$ cat config.mk
export PLATFORM = sky130hd
export DESIGN_NAME = pulse_interval_averager_unit_flat
export DESIGN_NICKNAME = d
export VERILOG_FILES = /design/src/rtl/pia_pkg.sv /design/src/rtl/pia_if.sv /design/src/rtl/pia_ctrl.sv /design/src/rtl/pia_datapath.sv /design/src/rtl/pulse_interval_averager_unit.sv /design/src/flat_wrapper.sv
export SDC_FILE = /design/constraint.sdc
export NUM_CORES = 2
export LEC_CHECK = 0
export BUFFER_PORTS_ARGS = -buffer_cell sky130_fd_sc_hd__buf_2
export CORE_UTILIZATION = 35
export CTS_CLUSTER_DIAMETER = 80
export CTS_CLUSTER_SIZE = 24
export DETAILED_ROUTE_END_ITERATION = 16
export GPL_TIMING_DRIVEN = 1
export HOLD_SLACK_MARGIN = 0.15
export PLACE_DENSITY = 0.56
export SYNTH_ARGS = -nofsm -noshare
export SYNTH_HDL_FRONTEND = slang
export SYNTH_SLANG_ARGS = --single-unit
$ cat constraint.sdc
create_clock -name clk_i -period 5.37 [get_ports clk_i]
set_input_delay 0.2685 -clock clk_i [delete_from_list [all_inputs] [get_ports clk_i]]
set_output_delay 0.2685 -clock clk_i [all_outputs]
set_load 0.01 [all_outputs]
$ cat src/rtl/pia_pkg.sv
`timescale 1ns / 1ps
// ----------------------------------------------------------------------------
// pia_pkg
// Shared types and constants for the pulse interval averager.
// ----------------------------------------------------------------------------
package pia_pkg;

  // Default ring depth and fixed field widths.
  localparam int unsigned WINDOW_DEF = 100;
  localparam int unsigned TS_W       = 63;
  localparam int unsigned CNT_W      = 32;
  localparam int unsigned AVG_W      = 32;

  // Controller states.
  typedef enum logic [2:0] {
    S_IDLE,
    S_STORE,
    S_CHECK,
    S_DIV,
    S_FINISH
  } pia_state_e;

  // Commands from the controller to the datapath.
  typedef struct packed {
    logic accept;
    logic store;
    logic div_start;
    logic div_step;
    logic take_avg;
    logic load_out;
  } pia_cmd_t;

  // Status from the datapath to the controller.
  typedef struct packed {
    logic have_prev;
    logic nonzero;
    logic div_done;
    logic out_free;
  } pia_status_t;

endpackage

$ cat src/rtl/pia_if.sv
`timescale 1ns / 1ps
// ----------------------------------------------------------------------------
// pia_in_if / pia_out_if
// Valid/ready channels for pulse events and averaged results.
// ----------------------------------------------------------------------------
interface pia_in_if;
  logic                       valid;
  logic                       ready;
  logic [pia_pkg::TS_W-1:0]   pulse_stamp;

  modport source (output valid, output pulse_stamp, input ready);
  modport sink   (input valid, input pulse_stamp, output ready);
endinterface

interface pia_out_if;
  logic                       valid;
  logic                       ready;
  logic [pia_pkg::CNT_W-1:0]  pulse_count;
  logic [pia_pkg::AVG_W-1:0]  average_interval_us;
  logic                       average_valid;
  logic [pia_pkg::TS_W-1:0]   last_pulse_time;

  modport source (output valid, output pulse_count, output average_interval_us,
                  output average_valid, output last_pulse_time, input ready);
  modport sink   (input valid, input pulse_count, input average_interval_us,
                  input average_valid, input last_pulse_time, output ready);
endinterface

$ cat src/rtl/pia_ctrl.sv
`timescale 1ns / 1ps
// ----------------------------------------------------------------------------
// pia_ctrl
// Sequencer: accept a pulse, update the ring, run the divider, emit a beat.
// ----------------------------------------------------------------------------
module pia_ctrl (
  input  logic                 clk_i,
  input  logic                 rst_ni,
  input  logic                 in_valid_i,
  output logic                 in_ready_o,
  input  pia_pkg::pia_status_t status_i,
  output pia_pkg::pia_cmd_t    cmd_o
);
  import pia_pkg::*;

  pia_state_e state_q, state_d;

  // State register.
  always_ff @(posedge clk_i or negedge rst_ni) begin
    if (!rst_ni) begin
      state_q <= S_IDLE;
    end else begin
      state_q <= state_d;
    end
  end

  // Next state and commands.
  always_comb begin
    state_d    = state_q;
    cmd_o      = '0;
    in_ready_o = 1'b0;
    case (state_q)
      S_IDLE: begin
        in_ready_o = 1'b1;
        if (in_valid_i) begin
          cmd_o.accept = 1'b1;
          // The first pulse after reset has no interval to store.
          state_d = status_i.have_prev ? S_STORE : S_FINISH;
        end
      end
      S_STORE: begin
        cmd_o.store = 1'b1;
        state_d     = S_CHECK;
      end
      S_CHECK: begin
        // An all-zero ring keeps the held average.
        if (status_i.nonzero) begin
          cmd_o.div_start = 1'b1;
          state_d         = S_DIV;
        end else begin
          state_d = S_FINISH;
        end
      end
      S_DIV: begin
        if (status_i.div_done) begin
          cmd_o.take_avg = 1'b1;
          state_d        = S_FINISH;
        end else begin
          cmd_o.div_step = 1'b1;
        end
      end
      S_FINISH: begin
        if (status_i.out_free) begin
          cmd_o.load_out = 1'b1;
          state_d        = S_IDLE;
        end
      end
      default: begin
        state_d = S_IDLE;
      end
    endcase
  end

endmodule

$ cat src/rtl/pia_datapath.sv
`timescale 1ns / 1ps
// ----------------------------------------------------------------------------
// pia_datapath
// Interval ring, running sum and count, serial divider and output register.
// ----------------------------------------------------------------------------
module pia_datapath #(
  parameter int unsigned WINDOW = pia_pkg::WINDOW_DEF
) (
  input  logic                        clk_i,
  input  logic                        rst_ni,
  input  pia_pkg::pia_cmd_t           cmd_i,
  output pia_pkg::pia_status_t        status_o,
  input  logic [pia_pkg::TS_W-1:0]    pulse_stamp_i,
  output logic                        out_valid_o,
  input  logic                        out_ready_i,
  output logic [pia_pkg::CNT_W-1:0]   pulse_count_o,
  output logic [pia_pkg::AVG_W-1:0]   average_interval_us_o,
  output logic                        average_valid_o,
  output logic [pia_pkg::TS_W-1:0]    last_pulse_time_o
);
  import pia_pkg::*;

  localparam int unsigned SLOT_W = $clog2(WINDOW);
  localparam int unsigned NZ_W   = $clog2(WINDOW + 1);
  localparam int unsigned SUM_W  = AVG_W + NZ_W;
  localparam int unsigned STEP_W = $clog2(SUM_W + 1);

  // Pulse bookkeeping.
  logic [TS_W-1:0]   prev_q, now_q;
  logic              have_prev_q;
  logic [CNT_W-1:0]  pulse_q;
  logic [AVG_W-1:0]  intv_q, intv_d;
  logic [TS_W-1:0]   diff;

  // Ring storage and its reset-cleared valid bits.
  logic [AVG_W-1:0]  ring_mem [WINDOW];
  logic [AVG_W-1:0]  rd_q;
  logic [WINDOW-1:0] slot_vld_q;
  logic [SLOT_W-1:0] slot_q;
  logic [AVG_W-1:0]  old_val;

  // Running sum and nonzero count.
  logic [SUM_W-1:0]  sum_q, sum_d;
  logic [NZ_W-1:0]   nz_q, nz_d;

  // Serial divider.
  logic [SUM_W-1:0]  quo_q;
  logic [NZ_W-1:0]   rem_q;
  logic [NZ_W:0]     rem_sh, rem_d;
  logic [STEP_W-1:0] step_q;
  logic              q_bit;
  logic [AVG_W-1:0]  avg_q;

  // Output register.
  logic              out_vld_q;

  // Interval of the incoming pulse: zero if not later, saturated above 32 bits.
  always_comb begin
    diff = pulse_stamp_i - prev_q;
    if (pulse_stamp_i <= prev_q) begin
      intv_d = '0;
    end else if (diff[TS_W-1:AVG_W] != '0) begin
      intv_d = '1;
    end else begin
      intv_d = diff[AVG_W-1:0];
    end
  end

  // Accept registers.
  always_ff @(posedge clk_i or negedge rst_ni) begin
    if (!rst_ni) begin
      prev_q      <= '0;
      have_prev_q <= 1'b0;
      pulse_q     <= '0;
    end else if (cmd_i.accept) begin
      prev_q      <= pulse_stamp_i;
      have_prev_q <= 1'b1;
      pulse_q     <= pulse_q + 1'b1;
    end
  end

  always_ff @(posedge clk_i) begin
    if (cmd_i.accept) begin
      now_q  <= pulse_stamp_i;
      intv_q <= intv_d;
    end
  end

  // Ring memory: read the outgoing slot on accept, write it on store.
  always_ff @(posedge clk_i) begin
    if (cmd_i.accept) begin
      rd_q <= ring_mem[slot_q];
    end
    if (cmd_i.store) begin
      ring_mem[slot_q] <= intv_q;
    end
  end

  assign old_val = slot_vld_q[slot_q] ? rd_q : '0;

  // Sum and count update for the replaced slot.
  always_comb begin
    sum_d = sum_q - SUM_W'(old_val) + SUM_W'(intv_q);
    nz_d  = nz_q - NZ_W'(old_val != '0) + NZ_W'(intv_q != '0);
  end

  always_ff @(posedge clk_i or negedge rst_ni) begin
    if (!rst_ni) begin
      slot_vld_q <= '0;
      slot_q     <= '0;
      sum_q      <= '0;
      nz_q       <= '0;
    end else if (cmd_i.store) begin
      slot_vld_q[slot_q] <= 1'b1;
      slot_q             <= (slot_q == SLOT_W'(WINDOW - 1)) ? '0 : slot_q + 1'b1;
      sum_q              <= sum_d;
      nz_q               <= nz_d;
    end
  end

  // Restoring division, one quotient bit per cycle.
  always_comb begin
    rem_sh = {rem_q, quo_q[SUM_W-1]};
    q_bit  = (rem_sh >= {1'b0, nz_q});
    rem_d  = q_bit ? (rem_sh - {1'b0, nz_q}) : rem_sh;
  end

  always_ff @(posedge clk_i or negedge rst_ni) begin
    if (!rst_ni) begin
      step_q <= '0;
    end else if (cmd_i.div_start) begin
      step_q <= STEP_W'(SUM_W);
    end else if (cmd_i.div_step) begin
      step_q <= step_q - 1'b1;
    end
  end

  // The remainder stays below the divisor, so its top bit is always clear.
  always_ff @(posedge clk_i) begin
    if (cmd_i.div_start) begin
      quo_q <= sum_q;
      rem_q <= '0;
    end else if (cmd_i.div_step) begin
      quo_q <= {quo_q[SUM_W-2:0], q_bit};
      rem_q <= rem_d[NZ_W-1:0];
    end
  end

  // Held average; the quotient always fits in 32 bits.
  always_ff @(posedge clk_i or negedge rst_ni) begin
    if (!rst_ni) begin
      avg_q <= '0;
    end else if (cmd_i.take_avg) begin
      avg_q <= quo_q[AVG_W-1:0];
    end
  end

  // Output register and its valid flag.
  always_ff @(posedge clk_i or negedge rst_ni) begin
    if (!rst_ni) begin
      out_vld_q <= 1'b0;
    end else if (cmd_i.load_out) begin
      out_vld_q <= 1'b1;
    end else if (out_ready_i) begin
      out_vld_q <= 1'b0;
    end
  end

  always_ff @(posedge clk_i) begin
    if (cmd_i.load_out) begin
      pulse_count_o         <= pulse_q;
      average_interval_us_o <= avg_q;
      average_valid_o       <= (avg_q != '0);
      last_pulse_time_o     <= now_q;
    end
  end

  assign out_valid_o        = out_vld_q;
  assign status_o.have_prev = have_prev_q;
  assign status_o.nonzero   = (nz_q != '0);
  assign status_o.div_done  = (step_q == '0);
  assign status_o.out_free  = !out_vld_q || out_ready_i;

  // The nonzero count never exceeds the ring depth.
  a_nz_bound: assert property (@(posedge clk_i) disable iff (!rst_ni)
    nz_q <= NZ_W'(WINDOW))
    else $error("nonzero slot count exceeds ring depth");

  // The sum is zero exactly when no slot is nonzero.
  a_sum_nz: assert property (@(posedge clk_i) disable iff (!rst_ni)
    (nz_q == '0) == (sum_q == '0))
    else $error("interval sum disagrees with nonzero count");

  // The write slot stays inside the ring.
  a_slot_bound: assert property (@(posedge clk_i) disable iff (!rst_ni)
    slot_q <= SLOT_W'(WINDOW - 1))
    else $error("write slot out of range");

  // A mean of nonzero intervals is at least one.
  a_avg_nonzero: assert property (@(posedge clk_i) disable iff (!rst_ni)
    cmd_i.take_avg |=> (avg_q != '0))
    else $error("computed average is zero");

endmodule

$ cat src/rtl/pulse_interval_averager_unit.sv
`timescale 1ns / 1ps
// From accept, the first pulse goes straight to S_FINISH; an all-zero ring passes S_STORE and S_CHECK;
//   otherwise S_STORE, S_CHECK and the serial divider in S_DIV over SUM_W = 32 + clog2(WINDOW + 1) bits.
// A new pulse is taken only after the last one is loaded out; S_FINISH waits while the output is full.
// A finished beat waits in the output register while the next pulse is taken.
// Reset clears the counters, sums and ring valid bits at once; no clearing pass.
// ----------------------------------------------------------------------------
// pulse_interval_averager_unit
// Moving-average pulse period meter over a ring of WINDOW intervals.
// ----------------------------------------------------------------------------
module pulse_interval_averager_unit #(
  parameter int unsigned WINDOW = pia_pkg::WINDOW_DEF
) (
  input  logic      clk_i,
  input  logic      rst_ni,
  pia_in_if.sink    in_i,
  pia_out_if.source out_o
);
  import pia_pkg::*;

  pia_cmd_t    cmd;
  pia_status_t status;

  // Sequencer.
  pia_ctrl u_ctrl (
    .clk_i      (clk_i),
    .rst_ni     (rst_ni),
    .in_valid_i (in_i.valid),
    .in_ready_o (in_i.ready),
    .status_i   (status),
    .cmd_o      (cmd)
  );

  // Datapath.
  pia_datapath #(
    .WINDOW (WINDOW)
  ) u_datapath (
    .clk_i                 (clk_i),
    .rst_ni                (rst_ni),
    .cmd_i                 (cmd),
    .status_o              (status),
    .pulse_stamp_i         (in_i.pulse_stamp),
    .out_valid_o           (out_o.valid),
    .out_ready_i           (out_o.ready),
    .pulse_count_o         (out_o.pulse_count),
    .average_interval_us_o (out_o.average_interval_us),
    .average_valid_o       (out_o.average_valid),
    .last_pulse_time_o     (out_o.last_pulse_time)
  );

endmodule
$ cat src/flat_wrapper.sv
// flat-port wrapper written by rule: the top's interface ports become plain ports
module pulse_interval_averager_unit_flat import pia_pkg::*;
#(
  parameter int unsigned WINDOW = pia_pkg::WINDOW_DEF
)
  (clk_i, rst_ni, in_i_valid, in_i_pulse_stamp, in_i_ready, out_o_valid, out_o_pulse_count, out_o_average_interval_us, out_o_average_valid, out_o_last_pulse_time, out_o_ready);
  pia_in_if in_i_i ();
  pia_out_if out_o_i ();
  input  logic clk_i;
  input  logic rst_ni;
  input wire logic [$bits(in_i_i.valid)-1:0] in_i_valid;
  input wire logic [$bits(in_i_i.pulse_stamp)-1:0] in_i_pulse_stamp;
  output wire logic [$bits(in_i_i.ready)-1:0] in_i_ready;
  output wire logic [$bits(out_o_i.valid)-1:0] out_o_valid;
  output wire logic [$bits(out_o_i.pulse_count)-1:0] out_o_pulse_count;
  output wire logic [$bits(out_o_i.average_interval_us)-1:0] out_o_average_interval_us;
  output wire logic [$bits(out_o_i.average_valid)-1:0] out_o_average_valid;
  output wire logic [$bits(out_o_i.last_pulse_time)-1:0] out_o_last_pulse_time;
  input wire logic [$bits(out_o_i.ready)-1:0] out_o_ready;
  assign in_i_i.valid = in_i_valid;
  assign in_i_i.pulse_stamp = in_i_pulse_stamp;
  assign in_i_ready = in_i_i.ready;
  assign out_o_valid = out_o_i.valid;
  assign out_o_pulse_count = out_o_i.pulse_count;
  assign out_o_average_interval_us = out_o_i.average_interval_us;
  assign out_o_average_valid = out_o_i.average_valid;
  assign out_o_last_pulse_time = out_o_i.last_pulse_time;
  assign out_o_i.ready = out_o_ready;
  pulse_interval_averager_unit #(.WINDOW(WINDOW)) u_core (.clk_i(clk_i), .rst_ni(rst_ni), .in_i(in_i_i), .out_o(out_o_i));
endmodule
==> flow_metrics.env <==
export IMPL_status="complete, but fails checks"
export IMPL_violations="setup timing"
export IMPL_place_congestion=0.956
export IMPL_slew_headroom_pct=14.1
export IMPL_drt_met1_wl_um=200000
export IMPL_path_class="register to register"
export IMPL_async_flop_share_pct=7.67
export IMPL_synthTopCellsByCount="3494 x edfxtp_1, 1017 x a22oi_1, 363 x clkbuf_1, 316 x nand2_1, 297 x a221oi_1"
export IMPL_dominantRegCellSynth="edfxtp_1"
export IMPL_cap_viol_max_count=0
export IMPL_crit_path_start="u_core.u_datapath.slot_q[0]"
export IMPL_crit_family="compound AO/OA/AOI/OAI gates"
export IMPL_grt_pass1_vias=83500
export IMPL_fin_area_um2=165000
export IMPL_yosys_warnings=0
export IMPL_initial_core_util_pct=35.2
export IMPL_grt_use_total_pct=22.0
export IMPL_ios=197
export IMPL_switching_power_mw=33.1
export IMPL_synth_fp_nets=8960
export IMPL_post_route_util_pct=39.8
export IMPL_wirelength_um=475000
export IMPL_drv_slew=0
export IMPL_root_buffer="clkbuf_16"
export IMPL_crit_arrival_ns=6.32
export IMPL_p_leak_nw=52.8
export IMPL_routed_wl_met2_um=212000
export IMPL_clk_latency_ns=0.99
export IMPL_crit_path_start_kind="register"
export IMPL_cts_tree="done"
export IMPL_die_w_um=647
export IMPL_syn_inst=8736
export IMPL_die_h_um=647
export IMPL_area_growth_pct=13.2
export IMPL_grt_antenna_before_repair=45
export IMPL_clock_skew_ns=0.0941
export IMPL_hp_start="in_i_pulse_stamp[11]"
export IMPL_coreArea_um2=413000
export IMPL_whs_ns=0.206
export IMPL_synthTopCellsByArea="edfxtp_1 72%, a22oi_1 5.2%, dfrtp_1 5.0%"
export IMPL_critPathBufInv=8
export IMPL_maxUsedRoutingLayer="met5"
export IMPL_hold_viol=0
export IMPL_min_period_ns=5.48
export IMPL_worstRegToRegCells=28
export IMPL_num_vias=87500
export IMPL_worstPathMaxFanout=8
export IMPL_htree_levels=4
export IMPL_yosys_area_top_type_share_pct=72.1
export IMPL_cp_depth=28
export IMPL_placed_cells=14500
export IMPL_finalNonFillerCells=14900
export IMPL_hold_class="input port to register"
export IMPL_clkPwrFrac_pct=19.0
export IMPL_drtIter0Drc=12400
export IMPL_cts_buffer_depth=4
export IMPL_required_ns=6.20
export IMPL_p_int_mw=54.2
export IMPL_setup_worst_path_end="u_core.u_datapath.sum_q[35]"
export IMPL_place_area_um2=157000
export IMPL_setup_viol=9
export IMPL_synth_seq_cells=3792
export IMPL_grt_pass1_wl_um=660000
export IMPL_wl_met3_um=44200
export IMPL_hpwl_um=288000
export IMPL_fmax_mhz=182
export IMPL_wire_per_inst_um=31.9
export IMPL_ys_seq_area_share_pct=77.2
export IMPL_grt_start_max_net_pins=129
export IMPL_yosys_area_top_type="edfxtp_1"
export IMPL_layout_nets=9562
export IMPL_ys_types=93
export IMPL_r2r_end="u_core.u_datapath.sum_q[35]"
export IMPL_gr_total_overflow=0
export IMPL_slowest_stage="dfrtp_2"
export IMPL_cpPeakStageDelay_ns=0.45
export IMPL_p_seq_share_pct=41.2
export IMPL_path_common_cell="buf_12"
export IMPL_yosys_cell_count_top_type="edfxtp_1"
export IMPL_swShare_pct=37.9
export IMPL_avgSynthCellArea_um2=16.6
export IMPL_reg2reg_from="u_core.u_datapath.slot_q[0]"
export IMPL_antenna_left=0
export IMPL_fin_ws_ns=-0.112
export IMPL_p_per_area_nw_per_um2=531
export IMPL_worst_slew_pin_slew_ns=1.26
export IMPL_crit_path_end_kind="register"
export IMPL_dieArea_um2=418000
export IMPL_rsz0062_at_grt="yes"
export IMPL_numCtsBuffers=193
export IMPL_synth_edf_count=3494
export IMPL_numPortBuffers=196
export IMPL_rows=236
export IMPL_clk_pin_slew_worst_paths_ns=0.10
export IMPL_fillers=37400
export IMPL_cts_sinks=3792
export IMPL_syn_area_um2=145000
export IMPL_vdd_drop_max_v=0.000397
export IMPL_power_total_mw=87.3
export IMPL_post_route_period_util_pct=102
export IMPL_r2r_slack_ns=-0.11
export IMPL_dr_pass1_iters=6
export IMPL_vias_per_cell=5.87
export IMPL_drc_errors=0
export IMPL_pwr_share_comb_pct=39.8
export IMPL_drive_gt1_share_pct=15.6
-- stage by stage --
step | setup TNS [ns] | worst slack, ns
floorplan | 0 | 0.0106
global placement | -4.79 | -0.476
CTS | -0.290 | -0.0934
global route | -2.72 | -0.263
detailed placement | -5.01 | -0.523
finish | -0.610 | -0.112
-- worst register-to-register path, delay by kind of cell (launching register included) --
| kind | cells | cell delay (ns) |
|---|---|---|
| compound gates | 11 | 1.68 |
| xor+xnor | 1 | 0.15 |
| fa+ha+maj | 2 | 0.65 |
| buf+inv | 8 | 1.14 |
| flops | 1 | 0.45 |
| simple gates | 6 | 1.27 |
-- metal layers --
layer  vias up  track usage (%)
li1      36600                -
met1     45800             31.5
met2      4499             33.7
met3       606             3.77
met4        12             7.71
met5         -                0
-- worst min path at each step --
stage | end | slack, ns | cells after the start
finish | u_core.u_datapath.now_q[11] | 0.21 | 2
CTS | u_core.u_datapath.now_q[1] | 0.15 | 2
floorplan | u_core.u_ctrl.state_q[0] | -0.03 | 0
global placement | u_core.u_datapath.out_valid_o | 0.31 | 1
global route | u_core.u_datapath.now_q[1] | 0.17 | 2
detailed placement | u_core.u_datapath.out_valid_o | 0.31 | 1
-- kinds of logic (layout without fill, tap and decap cells) --
logic type                 Yosys count  count (layout)  synth area share, %
and+or+nand+nor                   1230            1230                 4.34
xor gates and xnor gates           113             113                0.680
other                                0              14                    0
muxes                               79              79                0.893
adders and majority gates          157             157                 1.53
AOI/OAI and AO/OA                 2608            2608                 13.2
buffers and inverters              757            1445                 2.10
DFF                               3792            3792                 77.2
-- cell type report --
| class | count | area, um^2 | area share [%] |
|---|---|---|---|
| Clock inverter | 40 | 602 | 0.366 |
| Tap cell | 5474 | 6850 | 4.16 |
| Timing Repair Buffer | 931 | 7450 | 4.53 |
| Inverter | 233 | 875 | 0.531 |
| Clock buffer | 241 | 5100 | 3.10 |
| Multi-Input combinational cell | 4187 | 31300 | 19.0 |
| Sequential cell | 3792 | 112000 | 68.3 |
| Antenna cell | 14 | 35.0 | 0.0213 |
-- what timing repair did --
item | 4_1_cts | 5_1_grt
pin swaps | 32 | 27
setup buffers | 20 | 7
hold buffers | 130 | 0
endpoints found under the hold margin | 454 | 0
setup endpoints to repair | 17 | 19
gates resized for setup | 61 | 48
-- power groups by stage --
stage | sequential [mW] | combinational [mW] | clock (mW)
2_1_floorplan | 37.3 | 16.8 | 0
3_3_place_gp | 36.6 | 32.4 | 0
3_5_place_dp | 36.6 | 32.6 | 0
4_1_cts | 36.0 | 33.6 | 16.8
5_1_grt | 36.1 | 36.9 | 17.7
6_report | 36.0 | 34.8 | 16.6
-- sequential cells by signal, indices dropped and copies added (netlist names) --
signal / flops
u_core.u_datapath.ring_mem: 3200
u_core.u_datapath.slot_vld_q: 100
u_core.u_datapath.last_pulse_time_o: 63
u_core.u_datapath.now_q: 63
u_core.u_datapath.prev_q: 63
u_core.u_datapath.quo_q: 39
u_core.u_datapath.sum_q: 39
u_core.u_datapath.average_interval_us_o: 32
u_core.u_datapath.avg_q: 32
u_core.u_datapath.intv_q: 32
u_core.u_datapath.pulse_count_o: 32
u_core.u_datapath.pulse_q: 32
u_core.u_datapath.rd_q: 32
u_core.u_datapath.nz_q: 7
u_core.u_datapath.rem_q: 7
u_core.u_datapath.slot_q: 7
u_core.u_datapath.step_q: 6
u_core.u_ctrl.state_q: 3
u_core.u_datapath.average_valid_o: 1
u_core.u_datapath.have_prev_q: 1
u_core.u_datapath.out_valid_o: 1
-- cell usage in the layout, fill, tap and decap left out, drive strengths merged, types with 205 or more instances in the layout --
master,netlist,layout
a22oi,1017,1017
nand2,316,316
a221oi,297,297
nand4,218,218
o21ai,291,291
inv,233,253
edfxtp,3494,3494
a21oi,205,205
clkbuf,368,241
buf,153,802
a31oi,226,226
dfrtp,291,291
a22o,293,293
nor2,249,249
(Power assumes the default switching activity.)
